File: src/sv/assert_macros.svh
// ----------------------------------------------------------------------------
// assert_macros.svh
// Assertion macros for the timer wheel RTL. They compile to nothing
// when NO_ASSERTIONS is defined.
// ----------------------------------------------------------------------------
`ifndef ASSERT_MACROS_SVH
`define ASSERT_MACROS_SVH

`ifndef NO_ASSERTIONS

// Same-cycle implication, checked on every rising clock edge out of reset.
`define ASSERT_IMP(label, clk, rst_n, ante, cons) \
    label: assert property (@(posedge clk) disable iff (!rst_n) (ante) |-> (cons)) \
        else $error("assertion failed: implication");

// Next-cycle implication.
`define ASSERT_NXT(label, clk, rst_n, ante, cons) \
    label: assert property (@(posedge clk) disable iff (!rst_n) (ante) |=> (cons)) \
        else $error("assertion failed: next-cycle implication");

`else

`define ASSERT_IMP(label, clk, rst_n, ante, cons)
`define ASSERT_NXT(label, clk, rst_n, ante, cons)

`endif

`endif

File: src/sv/htw_pkg.sv
// ----------------------------------------------------------------------------
// htw_pkg
// Types and codes shared by the hashed timer wheel controller and datapath.
// ----------------------------------------------------------------------------
package htw_pkg;

    // Slot numbers, timer ids and command fields have fixed widths.
    localparam int SLOT_W = 4;
    localparam int ID_W   = 4;
    localparam int PER_W  = 16;
    localparam int TCNT_W = 3;

    localparam logic [TCNT_W-1:0] MAX_TICKS = 3'd4;

    // Command kinds.
    localparam logic [1:0] KIND_TICK = 2'd0;
    localparam logic [1:0] KIND_ADD  = 2'd1;
    localparam logic [1:0] KIND_DEL  = 2'd2;

    // Result event codes.
    localparam logic [1:0] EV_FIRE  = 2'd0;
    localparam logic [1:0] EV_ACK   = 2'd1;
    localparam logic [1:0] EV_EMPTY = 2'd2;

    // Result status codes.
    localparam logic [1:0] STAT_OK        = 2'd0;
    localparam logic [1:0] STAT_NOT_ARMED = 2'd1;
    localparam logic [1:0] STAT_ZERO_PER  = 2'd2;

    typedef enum logic [2:0] {
        S_IDLE,
        S_EXEC,
        S_DIV,
        S_RESP,
        S_ADV,
        S_SCAN,
        S_FLUSH
    } htw_state_t;

    // Commands from the controller to the datapath.
    typedef struct packed {
        logic load;
        logic exec;
        logic div_start;
        logic arm;
        logic out_ack;
        logic tick_adv;
        logic scan_step;
        logic out_flush;
    } htw_cmd_t;

    // Status from the datapath to the controller.
    typedef struct packed {
        logic is_tick;
        logic arm_ok;
        logic div_done;
        logic ticks_done;
        logic scan_last;
        logic scan_stall;
        logic out_free;
    } htw_sts_t;

endpackage

File: src/sv/hashed_timer_wheel_unit.sv
// ----------------------------------------------------------------------------
// hashed_timer_wheel_unit
// Periodic timer table on a hashed wheel: add, delete and tick commands in,
// fired timers and acknowledgements out.
//
//   Channel | Handshake          | Words
//   --------+--------------------+-------------------------------------------
//   in      | in_valid/in_ready  | kind, timer_id, period, tick_count
//   out     | out_valid/out_ready| event_res, fired_id, status, last
//
// An arming add passes accept, execute, the reciprocal divider that splits the
// period into rounds and slot offset, and the response; other non-tick words
// pass accept, execute and response. A tick word is accepted and executed, then
// each of its n wheel ticks advances the wheel and scans the table, one table
// entry examined per cycle unless a full result register stalls the scan at the
// next fire and holds back the final word. Reset clears the control state.
// ----------------------------------------------------------------------------
`include "assert_macros.svh"

module hashed_timer_wheel_unit
    import htw_pkg::*;
#(
    parameter int WHEEL_SLOTS = 10,
    parameter int MAX_TIMERS  = 16
)
(
    input  logic               clk,
    input  logic               rst_n,
    input  logic               in_valid,
    output logic               in_ready,
    input  logic [1:0]         kind,
    input  logic [ID_W-1:0]    timer_id,
    input  logic [PER_W-1:0]   period,
    input  logic [TCNT_W-1:0]  tick_count,
    output logic               out_valid,
    input  logic               out_ready,
    output logic [1:0]         event_res,
    output logic [ID_W-1:0]    fired_id,
    output logic [1:0]         status,
    output logic               last
);

    htw_cmd_t cmd;
    htw_sts_t sts;

    htw_ctrl u_ctrl (
        .clk      (clk),
        .rst_n    (rst_n),
        .in_valid (in_valid),
        .in_ready (in_ready),
        .sts      (sts),
        .cmd      (cmd)
    );

    htw_dp #(
        .WHEEL_SLOTS (WHEEL_SLOTS),
        .MAX_TIMERS  (MAX_TIMERS)
    ) u_dp (
        .clk        (clk),
        .rst_n      (rst_n),
        .cmd        (cmd),
        .sts        (sts),
        .kind       (kind),
        .timer_id   (timer_id),
        .period     (period),
        .tick_count (tick_count),
        .out_valid  (out_valid),
        .out_ready  (out_ready),
        .event_res  (event_res),
        .fired_id   (fired_id),
        .status     (status),
        .last       (last)
    );

    `ASSERT_IMP(a_out_load_free, clk, rst_n, cmd.out_ack || cmd.out_flush, sts.out_free)
    `ASSERT_IMP(a_scan_no_stall, clk, rst_n, cmd.scan_step, !sts.scan_stall)
    `ASSERT_IMP(a_arm_after_div, clk, rst_n, cmd.arm, sts.div_done && sts.arm_ok)
    `ASSERT_NXT(a_busy_after_accept, clk, rst_n, in_valid && in_ready, !in_ready)

endmodule

File: src/sv/htw_div.sv
// ----------------------------------------------------------------------------
// htw_div
// Division by the constant wheel size through a reciprocal multiplication;
// the quotient is registered first and the remainder is then registered from it.
// ----------------------------------------------------------------------------
module htw_div
    import htw_pkg::*;
#(
    parameter int WHEEL_SLOTS = 10
)
(
    input  logic               clk,
    input  logic               rst_n,
    input  logic               start,
    input  logic [PER_W-1:0]   dividend,
    output logic [PER_W-1:0]   quot,
    output logic [SLOT_W-1:0]  rem,
    output logic               done
);

    // With k = PER_W + clog2(d) and m = ceil(2^k / d), floor(x * m / 2^k)
    // equals floor(x / d) for every dividend that fits in PER_W bits.
    localparam int RSH = PER_W + $clog2(WHEEL_SLOTS);
    localparam longint unsigned RECIP_L =
        ((64'd1 << RSH) + 64'(WHEEL_SLOTS) - 64'd1) / 64'(WHEEL_SLOTS);
    localparam logic [PER_W:0]   RECIP   = (PER_W+1)'(RECIP_L);
    localparam logic [PER_W-1:0] DIVISOR = PER_W'(WHEEL_SLOTS);

    logic               stage_reg;
    logic               done_reg;
    logic [PER_W-1:0]   x_reg;
    logic [PER_W-1:0]   q_reg;
    logic [SLOT_W-1:0]  r_reg;
    logic [2*PER_W:0]   prod;
    logic [PER_W-1:0]   q_prod;

    always_comb
    begin
        prod   = {{(PER_W+1){1'b0}}, dividend} * {{PER_W{1'b0}}, RECIP};
        q_prod = PER_W'(prod >> RSH);
    end

    always_ff @(posedge clk or negedge rst_n)
    begin
        if (!rst_n)
        begin
            stage_reg <= 1'b0;
            done_reg  <= 1'b0;
        end
        else
        begin
            stage_reg <= start;
            done_reg  <= stage_reg;
        end
    end

    always_ff @(posedge clk)
    begin
        if (start)
        begin
            x_reg <= dividend;
            q_reg <= q_prod;
        end
        if (stage_reg)
        begin
            r_reg <= SLOT_W'(x_reg - q_reg * DIVISOR);
        end
    end

    assign quot = q_reg;
    assign rem  = r_reg;
    assign done = done_reg;

endmodule

File: src/sv/htw_dp.sv
// ----------------------------------------------------------------------------
// htw_dp
// Timer table, wheel position, pending fire and result register.
// ----------------------------------------------------------------------------
module htw_dp
    import htw_pkg::*;
#(
    parameter int WHEEL_SLOTS = 10,
    parameter int MAX_TIMERS  = 16
)
(
    input  logic               clk,
    input  logic               rst_n,
    input  htw_cmd_t           cmd,
    output htw_sts_t           sts,
    input  logic [1:0]         kind,
    input  logic [ID_W-1:0]    timer_id,
    input  logic [PER_W-1:0]   period,
    input  logic [TCNT_W-1:0]  tick_count,
    output logic               out_valid,
    input  logic               out_ready,
    output logic [1:0]         event_res,
    output logic [ID_W-1:0]    fired_id,
    output logic [1:0]         status,
    output logic               last
);

    localparam int IDX_W = (MAX_TIMERS > 1) ? $clog2(MAX_TIMERS) : 1;
    localparam logic [IDX_W-1:0]  IDX_LAST = IDX_W'(MAX_TIMERS - 1);
    localparam logic [ID_W:0]     NUM_IDS  = (ID_W+1)'(MAX_TIMERS);
    localparam logic [SLOT_W:0]   WS       = (SLOT_W+1)'(WHEEL_SLOTS);

    // Sum of two slot numbers, folded back onto the wheel.
    function automatic logic [SLOT_W-1:0] slot_add(input logic [SLOT_W-1:0] a,
                                                   input logic [SLOT_W-1:0] b);
        logic [SLOT_W:0] s;
        s = {1'b0, a} + {1'b0, b};
        if (s >= WS)
        begin
            s = s - WS;
        end
        return s[SLOT_W-1:0];
    endfunction

    // Item registers.
    logic [1:0]         kind_reg;
    logic [ID_W-1:0]    id_reg;
    logic [PER_W-1:0]   per_reg;
    logic [TCNT_W-1:0]  ticks_left_reg;
    logic [1:0]         resp_stat_reg;

    // Wheel and scan position.
    logic [SLOT_W-1:0]  cur_reg;
    logic [IDX_W-1:0]   idx_reg;

    // Timer table.
    logic               armed_reg   [MAX_TIMERS];
    logic [SLOT_W-1:0]  slot_tab    [MAX_TIMERS];
    logic [PER_W-1:0]   rounds_tab  [MAX_TIMERS];
    logic [PER_W-1:0]   quot_tab    [MAX_TIMERS];
    logic [SLOT_W-1:0]  ofs_tab     [MAX_TIMERS];

    // Fire held back until the next one shows whether it is the last word.
    logic               pend_valid_reg;
    logic [IDX_W-1:0]   pend_id_reg;

    // Result register.
    logic               out_valid_reg;
    logic [1:0]         event_res_reg;
    logic [ID_W-1:0]    fired_id_reg;
    logic [1:0]         status_reg;
    logic               last_reg;

    logic [PER_W-1:0]   div_quot;
    logic [SLOT_W-1:0]  div_rem;
    logic               div_done;

    logic [IDX_W-1:0]   id_idx;
    logic               id_ok;
    logic               hit;
    logic               fire;
    logic               push;
    logic               out_free;
    logic [SLOT_W:0]    ofs_sum;
    logic [SLOT_W-1:0]  arm_ofs;
    logic [SLOT_W-1:0]  cur_inc;
    logic [1:0]         exec_stat;

    htw_div #(
        .WHEEL_SLOTS (WHEEL_SLOTS)
    ) u_div (
        .clk      (clk),
        .rst_n    (rst_n),
        .start    (cmd.div_start),
        .dividend (per_reg - 1'b1),
        .quot     (div_quot),
        .rem      (div_rem),
        .done     (div_done)
    );

    always_comb
    begin
        id_idx   = id_reg[IDX_W-1:0];
        id_ok    = ({1'b0, id_reg} < NUM_IDS);
        hit      = armed_reg[idx_reg] && (slot_tab[idx_reg] == cur_reg);
        fire     = hit && (rounds_tab[idx_reg] == '0);
        out_free = !out_valid_reg || out_ready;
        push     = cmd.scan_step && fire && pend_valid_reg;

        // period mod size is ((period - 1) mod size) + 1, wrapped.
        ofs_sum  = {1'b0, div_rem} + 1'b1;
        arm_ofs  = (ofs_sum == WS) ? '0 : ofs_sum[SLOT_W-1:0];
        cur_inc  = slot_add(cur_reg, SLOT_W'(1));

        exec_stat = STAT_OK;
        if (kind_reg == KIND_ADD)
        begin
            if (!id_ok)
            begin
                exec_stat = STAT_NOT_ARMED;
            end
            else if (per_reg == '0)
            begin
                exec_stat = STAT_ZERO_PER;
            end
        end
        else if (kind_reg == KIND_DEL)
        begin
            if (!(id_ok && armed_reg[id_idx]))
            begin
                exec_stat = STAT_NOT_ARMED;
            end
        end

        sts.is_tick    = (kind_reg == KIND_TICK);
        sts.arm_ok     = (kind_reg == KIND_ADD) && id_ok && (per_reg != '0);
        sts.div_done   = div_done;
        sts.ticks_done = (ticks_left_reg == '0);
        sts.scan_last  = (idx_reg == IDX_LAST);
        sts.scan_stall = fire && pend_valid_reg && !out_free;
        sts.out_free   = out_free;
    end

    // Control state.
    always_ff @(posedge clk or negedge rst_n)
    begin
        if (!rst_n)
        begin
            cur_reg        <= '0;
            idx_reg        <= '0;
            ticks_left_reg <= '0;
            pend_valid_reg <= 1'b0;
            out_valid_reg  <= 1'b0;
            for (int i = 0; i < MAX_TIMERS; i++)
            begin
                armed_reg[i] <= 1'b0;
            end
        end
        else
        begin
            if (cmd.load)
            begin
                ticks_left_reg <= (tick_count > MAX_TICKS) ? MAX_TICKS : tick_count;
            end
            if (cmd.exec && (kind_reg == KIND_DEL) && id_ok)
            begin
                armed_reg[id_idx] <= 1'b0;
            end
            if (cmd.arm)
            begin
                armed_reg[id_idx] <= 1'b1;
            end
            if (cmd.tick_adv)
            begin
                cur_reg        <= cur_inc;
                idx_reg        <= '0;
                ticks_left_reg <= ticks_left_reg - 1'b1;
            end
            if (cmd.scan_step)
            begin
                idx_reg <= (idx_reg == IDX_LAST) ? '0 : idx_reg + 1'b1;
                if (fire)
                begin
                    pend_valid_reg <= 1'b1;
                end
            end
            if (cmd.out_flush)
            begin
                pend_valid_reg <= 1'b0;
            end
            if (cmd.out_ack || push || cmd.out_flush)
            begin
                out_valid_reg <= 1'b1;
            end
            else if (out_ready)
            begin
                out_valid_reg <= 1'b0;
            end
        end
    end

    // Payload registers and the timer entries.
    always_ff @(posedge clk)
    begin
        if (cmd.load)
        begin
            kind_reg <= kind;
            id_reg   <= timer_id;
            per_reg  <= period;
        end
        if (cmd.exec)
        begin
            resp_stat_reg <= exec_stat;
        end
        if (cmd.arm)
        begin
            slot_tab[id_idx]   <= slot_add(cur_reg, arm_ofs);
            rounds_tab[id_idx] <= div_quot;
            quot_tab[id_idx]   <= div_quot;
            ofs_tab[id_idx]    <= arm_ofs;
        end
        if (cmd.scan_step && hit)
        begin
            if (fire)
            begin
                slot_tab[idx_reg]   <= slot_add(cur_reg, ofs_tab[idx_reg]);
                rounds_tab[idx_reg] <= quot_tab[idx_reg];
                pend_id_reg         <= idx_reg;
            end
            else
            begin
                rounds_tab[idx_reg] <= rounds_tab[idx_reg] - 1'b1;
            end
        end
        if (cmd.out_ack)
        begin
            event_res_reg <= EV_ACK;
            fired_id_reg  <= '0;
            status_reg    <= resp_stat_reg;
            last_reg      <= 1'b1;
        end
        else if (push)
        begin
            event_res_reg <= EV_FIRE;
            fired_id_reg  <= ID_W'(pend_id_reg);
            status_reg    <= STAT_OK;
            last_reg      <= 1'b0;
        end
        else if (cmd.out_flush)
        begin
            event_res_reg <= pend_valid_reg ? EV_FIRE : EV_EMPTY;
            fired_id_reg  <= pend_valid_reg ? ID_W'(pend_id_reg) : '0;
            status_reg    <= STAT_OK;
            last_reg      <= 1'b1;
        end
    end

    assign out_valid = out_valid_reg;
    assign event_res = event_res_reg;
    assign fired_id  = fired_id_reg;
    assign status    = status_reg;
    assign last      = last_reg;

endmodule

File: src/sv/htw_ctrl.sv
// ----------------------------------------------------------------------------
// htw_ctrl
// Sequencer for command execution, wheel advance and table scan.
// ----------------------------------------------------------------------------
module htw_ctrl
    import htw_pkg::*;
(
    input  logic      clk,
    input  logic      rst_n,
    input  logic      in_valid,
    output logic      in_ready,
    input  htw_sts_t  sts,
    output htw_cmd_t  cmd
);

    htw_state_t state_reg, state_next;

    always_ff @(posedge clk or negedge rst_n)
    begin
        if (!rst_n)
        begin
            state_reg <= S_IDLE;
        end
        else
        begin
            state_reg <= state_next;
        end
    end

    always_comb
    begin
        state_next = state_reg;
        cmd        = '0;
        in_ready   = 1'b0;
        unique case (state_reg)
            S_IDLE:
            begin
                in_ready = 1'b1;
                if (in_valid)
                begin
                    cmd.load   = 1'b1;
                    state_next = S_EXEC;
                end
            end
            S_EXEC:
            begin
                cmd.exec = 1'b1;
                priority if (sts.is_tick)
                begin
                    state_next = S_ADV;
                end
                else if (sts.arm_ok)
                begin
                    cmd.div_start = 1'b1;
                    state_next    = S_DIV;
                end
                else
                begin
                    state_next = S_RESP;
                end
            end
            S_DIV:
            begin
                if (sts.div_done)
                begin
                    cmd.arm    = 1'b1;
                    state_next = S_RESP;
                end
            end
            S_RESP:
            begin
                if (sts.out_free)
                begin
                    cmd.out_ack = 1'b1;
                    state_next  = S_IDLE;
                end
            end
            S_ADV:
            begin
                if (sts.ticks_done)
                begin
                    state_next = S_FLUSH;
                end
                else
                begin
                    cmd.tick_adv = 1'b1;
                    state_next   = S_SCAN;
                end
            end
            S_SCAN:
            begin
                // A fire waits here while one is pending and the result register is full.
                if (!sts.scan_stall)
                begin
                    cmd.scan_step = 1'b1;
                    if (sts.scan_last)
                    begin
                        state_next = S_ADV;
                    end
                end
            end
            S_FLUSH:
            begin
                if (sts.out_free)
                begin
                    cmd.out_flush = 1'b1;
                    state_next    = S_IDLE;
                end
            end
            default:
            begin
                state_next = S_IDLE;
            end
        endcase
    end

endmodule

File: config.mk
export PLATFORM = sky130hd
export DESIGN_NAME = hashed_timer_wheel_unit
export DESIGN_NICKNAME = d
export VERILOG_FILES = /design/src/sv/htw_pkg.sv /design/src/sv/hashed_timer_wheel_unit.sv /design/src/sv/htw_div.sv /design/src/sv/htw_dp.sv /design/src/sv/htw_ctrl.sv
export VERILOG_INCLUDE_DIRS = /design/src /design/src/sv
export SDC_FILE = /design/constraint.sdc
export NUM_CORES = 1
export LEC_CHECK = 0
export ABC_AREA = 1
export BUFFER_PORTS_ARGS = -buffer_cell sky130_fd_sc_hd__buf_2
export CORE_ASPECT_RATIO = 1.5
export CORE_MARGIN = 8
export CORE_UTILIZATION = 58
export DETAILED_ROUTE_END_ITERATION = 6
export HOLD_SLACK_MARGIN = 0.05
export PLACE_DENSITY = 0.77
export RECOVER_POWER = 100
export SLEW_MARGIN = 10
export SYNTH_ARGS = -nofsm -noshare
export SYNTH_HDL_FRONTEND = slang
export SYNTH_SLANG_ARGS = --single-unit
File: constraint.sdc
create_clock -name clk -period 5.65 [get_ports clk]
set_input_delay 0.565 -clock clk [delete_from_list [all_inputs] [get_ports clk]]
set_output_delay 0.565 -clock clk [all_outputs]
set_load 0.1 [all_outputs]
---- After elaboration in Yosys (flattened, before gate mapping) ----
Memory sizes are Yosys's and may differ from the RTL's.
Index checks and enable logic that the tools add are counted.
storage, ports and cells
  register bits ........................... 92
  bits in writable memories ............... 592
  bits of input ports ..................... 29
  output and inout port bits .............. 11
  word-level logic and storage cells ...... 201
  memories kept ........................... 4
memories
  memory           depth  bits a word  read ports  clocked after memory_dff  wr ports  RTL line      RTL
  u_dp.rounds_tab  16     16           1           0                         1         htw_dp.sv:59  logic [PER_W-1:0] rounds_tab [MAX_TIMERS];
  u_dp.quot_tab    16     13           1           0                         1         htw_dp.sv:60  logic [PER_W-1:0] quot_tab [MAX_TIMERS];
  u_dp.ofs_tab     16     4            1           0                         1         htw_dp.sv:61  logic [SLOT_W-1:0] ofs_tab [MAX_TIMERS];
  u_dp.slot_tab    16     4            1           0                         1         htw_dp.sv:58  logic [SLOT_W-1:0] slot_tab [MAX_TIMERS];
cells by class
  add/sub/neg operators ................... 12
  multiply operators ...................... 2
  order comparisons ....................... 7
  equal/unequal tests ..................... 16
  muxes and demuxes ....................... 82
  bitwise logic cells ..................... 6
  reductions and logical operators ........ 35
operator list
  operator                count
  $mux 16                 4
  $mux 4                  16
  $mux 1                  40
  $logic_not 16->1        2
  $mul 16x16->32 const B  1
  $sub 16x1->16 const B   2
  $mux 3                  9
  $mux 2                  9
  $pmux 3 s6              1
  $and 16x16->16          1
  $not 16->16             1
  $or 16x16->16           1
  $reduce_bool 16->1      1
  $reduce_or 16->1        1
  $ge 5x4->1 const B      3
  $mul 13x3->3 const B    1
  $reduce_bool 2->1       6
  $sub 4x4->4 const B     3
  $add 4x1->5 const B     2
  $add 4x4->5             2
  $ge 5x5->1 const B      2
  $logic_and 1x1->1       10
  $not 4->5               2
  $eq 3x3->1 const B      3
  26 further kinds        37

---- Longest topological paths before layout ----
  depth after elaboration ................. 16
  gate-level depth with buffers ........... 31
  depth with buffers taken out ............ 31

---- Modules after synthesis ----
Synthesis repeated with hierarchy kept, for this count alone.
unflattened totals
  cells, all modules ...................... 4699
  area, all modules ....................... 41697.5 um^2
modules (own cells, without submodules)
  module    times used  cells each  area an instance (um^2)  seq. area each (um^2)
  htw_dp    1           3906        35247.6                  20985.1
  htw_div   1           728         6055.8                   680.7
  htw_ctrl  1           65          394.1                    75.1

---- Worst setup path before layout ----
No wires, ideal clock.
  kind .................................... reg2reg
  from .................................... register u_dp.per_reg[0]
  to ...................................... register u_dp.u_div.q_reg[10], in the netlist u_dp.u_div.quot[10], data pin
  setup time .............................. 0.262 ns
  arrival ................................. 5.943 ns
  data required time ...................... 5.388 ns
  slack ................................... -0.556 ns
  cell stages (with the launch flop) ...... 28
  path buffers ............................ 0
  period minus slack after synthesis ...... 6.206 ns
  cell sequence ........................... edfxtp_1 -> inv_1 -> ha_1 -> nand2_1 -> nor3_1 -> nand4_1 -> nor2_1 -> nand2_1 -> nor2_1 -> xor2_1 -> inv_1 -> ha_1 -> ha_1 -> fa_1 -> fa_1 -> fa_1 -> inv_1 -> fa_1 -> inv_1 -> ha_1 -> nand2_1 -> nor4_1 -> nand3_1 -> nand3_1 -> nand2_1 -> inv_1 -> a21oi_1 -> xor2_1
on the way
  longest elaborated chain between the ends .. 2
ends and longest elaborated chain
  element                           RTL line       RTL
  start: declaration                htw_dp.sv:48   logic [PER_W-1:0] per_reg;
  start signal: assignment          htw_dp.sv:209  per_reg <= period;
  $sub 16x1->16                     htw_dp.sv:95   .dividend (per_reg - 1'b1),
  named net u_dp.u_div.dividend[0]  htw_div.sv:15  input logic [PER_W-1:0] dividend,
  $mul 16x16->32                    htw_div.sv:39  prod = {{(PER_W+1){1'b0}}, dividend} * {{PER_W{1'b0}}, RECIP};
  named net u_dp.u_div.prod[30]     htw_div.sv:34  logic [2*PER_W:0] prod;
  end signal: assignment            htw_div.sv:62  q_reg <= q_prod;
  end: declaration                  htw_div.sv:32  logic [PER_W-1:0] q_reg;
The timed path passes the listed nets, and every way through them passes these cells.
A chain may end at the register's enable or synchronous reset.

---- Worst setup path after layout ----
  from .................................... register u_dp.per_reg[1]
  to ...................................... register u_dp.u_div.q_reg[10], in the netlist u_dp.u_div.quot[10], data pin
on the way
  longest elaborated chain between the ends .. 2
ends and longest elaborated chain
  element                        RTL line
  $sub 16x1->16                  htw_dp.sv:95
  $mul 16x16->32                 htw_div.sv:39
  named net u_dp.u_div.prod[30]  htw_div.sv:34
The timed path passes the listed nets, and every way through them passes these cells.

==> metrics.md <==
| Metric | Value |
|---|---|
| Result of the run | `finished with violations` |
| Failing checks | `design-rule violations, negative setup slack` |
| Fraction of final layout cells sized beyond drive strength 1 | `0.166` |
| Worst Setup Start Kind | `flip-flop` |
| Die W | `around 210 um` |
| Sinks on the clock net | `approximately 680` |
| Share of synthesized area occupied by flip-flops and latches | `0.592` |
| Most Frequent Cell on Critical Path | `sky130_fd_sc_hd__fa_1` |
| Worst-path cell with the longest stage delay | `sky130_fd_sc_hd__fa_2` |
| Cell type with the highest aggregate area in the netlist | `sky130_fd_sc_hd__edfxtp_1` |
| Port bufs | `39` |
| Period minus WS final | `between 6 and 7 ns` |
| Measured slew at the worst slew-check pin | `roughly 1.2 ns` |
| Effective utilization at floorplan | `0.584` |
| Setup repair after global routing missed its margin | `yes` |
| Setup TNS | `-2.98 ns` |
| Max-cap violation count | `0` |
| Syn avg cell area | `around 11 sq um` |
| Synthesized cell area | `between 0.03 and 0.04 sq mm` |
| Wire per inst | `approximately 22 um` |
| Prevailing post-synth register cell | `sky130_fd_sc_hd__edfxtp_1` |
| WHS | `~0.096 ns` |
| Endpoint class of the critical path | `flip-flop` |
| Number of flip-flops under the largest register name | `around 260` |
| Number of nets produced by synthesis | `about 3,400` |
| Regs by FF count | `u_dp.rounds_tab (256), u_dp.quot_tab (208)` |
| Combined area of the multi-input logic cells | `between 0.01 and 0.015 sq mm` |
| Pin count of the biggest net entering global routing | `about 120` |
| Post-synth top area share | `0.564` |
| Clock buffers created by TritonCTS | `60` |
| Top post-synthesis cells by area | `sky130_fd_sc_hd__edfxtp_1, sky130_fd_sc_hd__nand2_1, sky130_fd_sc_hd__ha_1` |
| Final-report max-slew violation count | `0` |
| Slowest stage delay, CP | `about 0.61 ns` |
| Clock input transition at the sequential cells of the worst setup and hold paths | `about 0.07 ns` |
| Start point of the worst hold path | `timer_id[1]` |
| FF-to-FF Start | `u_dp.per_reg[1]` |
| Vertical extent of the die | `roughly 310 um` |
| Global placer's final weighted congestion | `approximately 0.95` |
| Instance count of the mapped netlist | `about 3,200` |
| Slew HR | `0.206` |
| Most used cells in the layout excluding fill and tap cells | `sky130_fd_sc_hd__edfxtp_1, sky130_fd_sc_hd__nand2_1, sky130_fd_sc_hd__nor2_1` |
| DP Worst Slack | `-0.594 ns` |
| Critical path type | `reg -> reg` |
| Area of the placeable core | `0.0586 sq mm` |
| Cell row count | `roughly 110` |
| CTS H-tree lvls | `2` |
| Filler Cell Count | `just over 4,000` |
| Number of buffers on the longest clock path | `3` |
| CTS tree | `built` |
| Maximum net fanout on the critical path | `5` |
| Antenna diode count | `0` |
| Total area of sequential cells | `between 0.02 and 0.025 sq mm` |
| Placed instance area | `between 0.03 and 0.04 sq mm` |
| WHS Endpoint | `u_dp.id_idx[1]` |
| Number of synthesized flops with an enable pin | `roughly 640` |
| R2r endpoint | `u_dp.u_div.quot[10]` |
| Number of global-route vias before repair | `25,089` |
| Clock root cell | `sky130_fd_sc_hd__clkbuf_16` |
| Critical path buffers and inverters | `7` |
| Area overhead of the layout relative to synthesis | `15.0%` |
| Detailed placer's ending HPWL | `approximately 60 mm` |
| Flop and latch count out of synthesis | `between 600 and 700` |
| Register name with the most flops | `u_dp.rounds_tab` |
| Most common cell after layout, fill and taps aside | `sky130_fd_sc_hd__edfxtp_1` |
| Crit path setup slack, layout | `-0.353 ns` |
| Via count | `roughly 25,000` |
| Layout Cell Area excl Fill | `slightly below 0.04 sq mm` |
| Total wirelength of the detailed-routed design | `around 90 mm` |
| Insertion delay of the later-clocked pin in the worst-skew pair | `between 0.6 and 0.7 ns` |
| First-pass GRT wire length | `around 140 mm` |
| Die area | `approximately 0.067 sq mm` |
| Post-synthesis async set-or-reset flop share | `0.0497` |
| Crit path required time | `a little over 6 ns` |
| Number of unique standard cell types used by synthesis | `56` |
| Total global routing track utilization | `0.260` |
| Cell family with most CP delay | `adder cells` |
| Boundary pin count | `40` |
| Register-to-register setup slack | `-0.35 ns` |
| Grt total ovfl | `0` |
| Maximum clock frequency | `~170 MHz` |
| Number of cells on the worst hold path | `1` |
| Number of warnings printed during yosys synthesis | `0` |
| Final number of hold-violating endpoints | `0` |
| Number of DRC markers after the initial detailed-route iteration | `roughly 2,500` |
| Final setup violating endpoints | `13` |
| Max Clock Skew | `roughly 0.028 ns` |
| Number of nets still failing antenna checks after routing | `0` |
| Number of remaining DRC errors | `1` |
| Final clock period utilization by the worst path | `1.06` |
| Initial antenna violation count | `0` |
| First drt pass iteration count | `7` |
| Final net count | `3,592` |
| Data arrival time of the worst path | `between 6 and 7 ns` |
| Path depth of the worst reg2reg path | `28` |
| Classification of the worst-slack hold path | `in -> reg` |
| Via density per instance | `5.94` |
## worst max path at each step
stage	start	to	slack [ns]	depth (start not counted)
2_1_floorplan	u_dp.per_reg[0]	u_dp.u_div.quot[5]	-0.04	30
3_3_place_gp	u_dp.per_reg[2]	u_dp.u_div.quot[12]	-0.52	23
3_5_place_dp	u_dp.per_reg[2]	u_dp.u_div.quot[12]	-0.59	23
4_1_cts	u_dp.per_reg[0]	u_dp.u_div.quot[10]	-0.32	26
5_1_grt	u_dp.per_reg[1]	u_dp.u_div.quot[10]	-0.59	28
6_report	u_dp.per_reg[1]	u_dp.u_div.quot[10]	-0.35	28
## final cells by class
| cell class | instances | area share |
|---|---|---|
| inverter | 313 | 0.0301 |
| tap | 777 | 0.0247 |
| clock inverter | 33 | 0.00949 |
| timing repair buffer | 260 | 0.0497 |
| clock buffer | 80 | 0.0416 |
| sequential | 684 | 0.515 |
| multi-input combinational | 2016 | 0.329 |
## stage by stage
stage          utilization  cells
2_1_floorplan            -   3153
3_3_place_gp         0.623   4023
3_5_place_dp         0.623   4023
4_1_cts              0.663   4150
5_1_grt              0.672   4163
6_report             0.672   4163
## cells by family (layout without fill, tap and decap cells)
kind of cell | count (synthesis) | in the layout | share of synthesized area
flip-flops | 684 | 684 | 0.592
adder cells (fa/ha/maj) | 228 | 228 | 0.101
buffers and inverters | 453 | 686 | 0.0565
XOR/XNOR | 58 | 58 | 0.0148
AND/OR/NAND/NOR | 1231 | 1231 | 0.150
AO/OA/AOI/OAI | 499 | 499 | 0.0850
## cells in the mapped netlist (all sizes together), types with 7 or more instances
library cell / n
a21oi: 59
a22oi: 9
buf: 71
clkbuf: 69
dfrtp: 34
dfxtp: 7
edfxtp: 643
fa: 82
ha: 146
inv: 309
nand2: 547
nand3: 224
nand4: 16
nor2: 416
nor3: 15
o211ai: 37
o21ai: 291
o221ai: 40
o22ai: 37
xnor2: 20
xor2: 38
## metal layers
layer	GRT usage	up-vias	routed length (um)
met2	0.485	1180	47900
met3	0.0326	387	6080
met4	0.167	0	6370
met1	0.275	11956	30000
li1	-	11215	-
met5	0	-	0
## what timing repair did
action / 4_1_cts / 5_1_grt
pin swaps: 37 / 38
resized for setup: 56 / 89
hold buffers: 1 / 0
buffers inserted: 13 / 13
endpoints found under the hold margin: 34 / 0
cloned: 0 / 0
endpoints found under the setup margin: 13 / 13
Power is not shown: default switching activity piles up to over one toggle a cycle in this logic, so the estimate is an artifact.
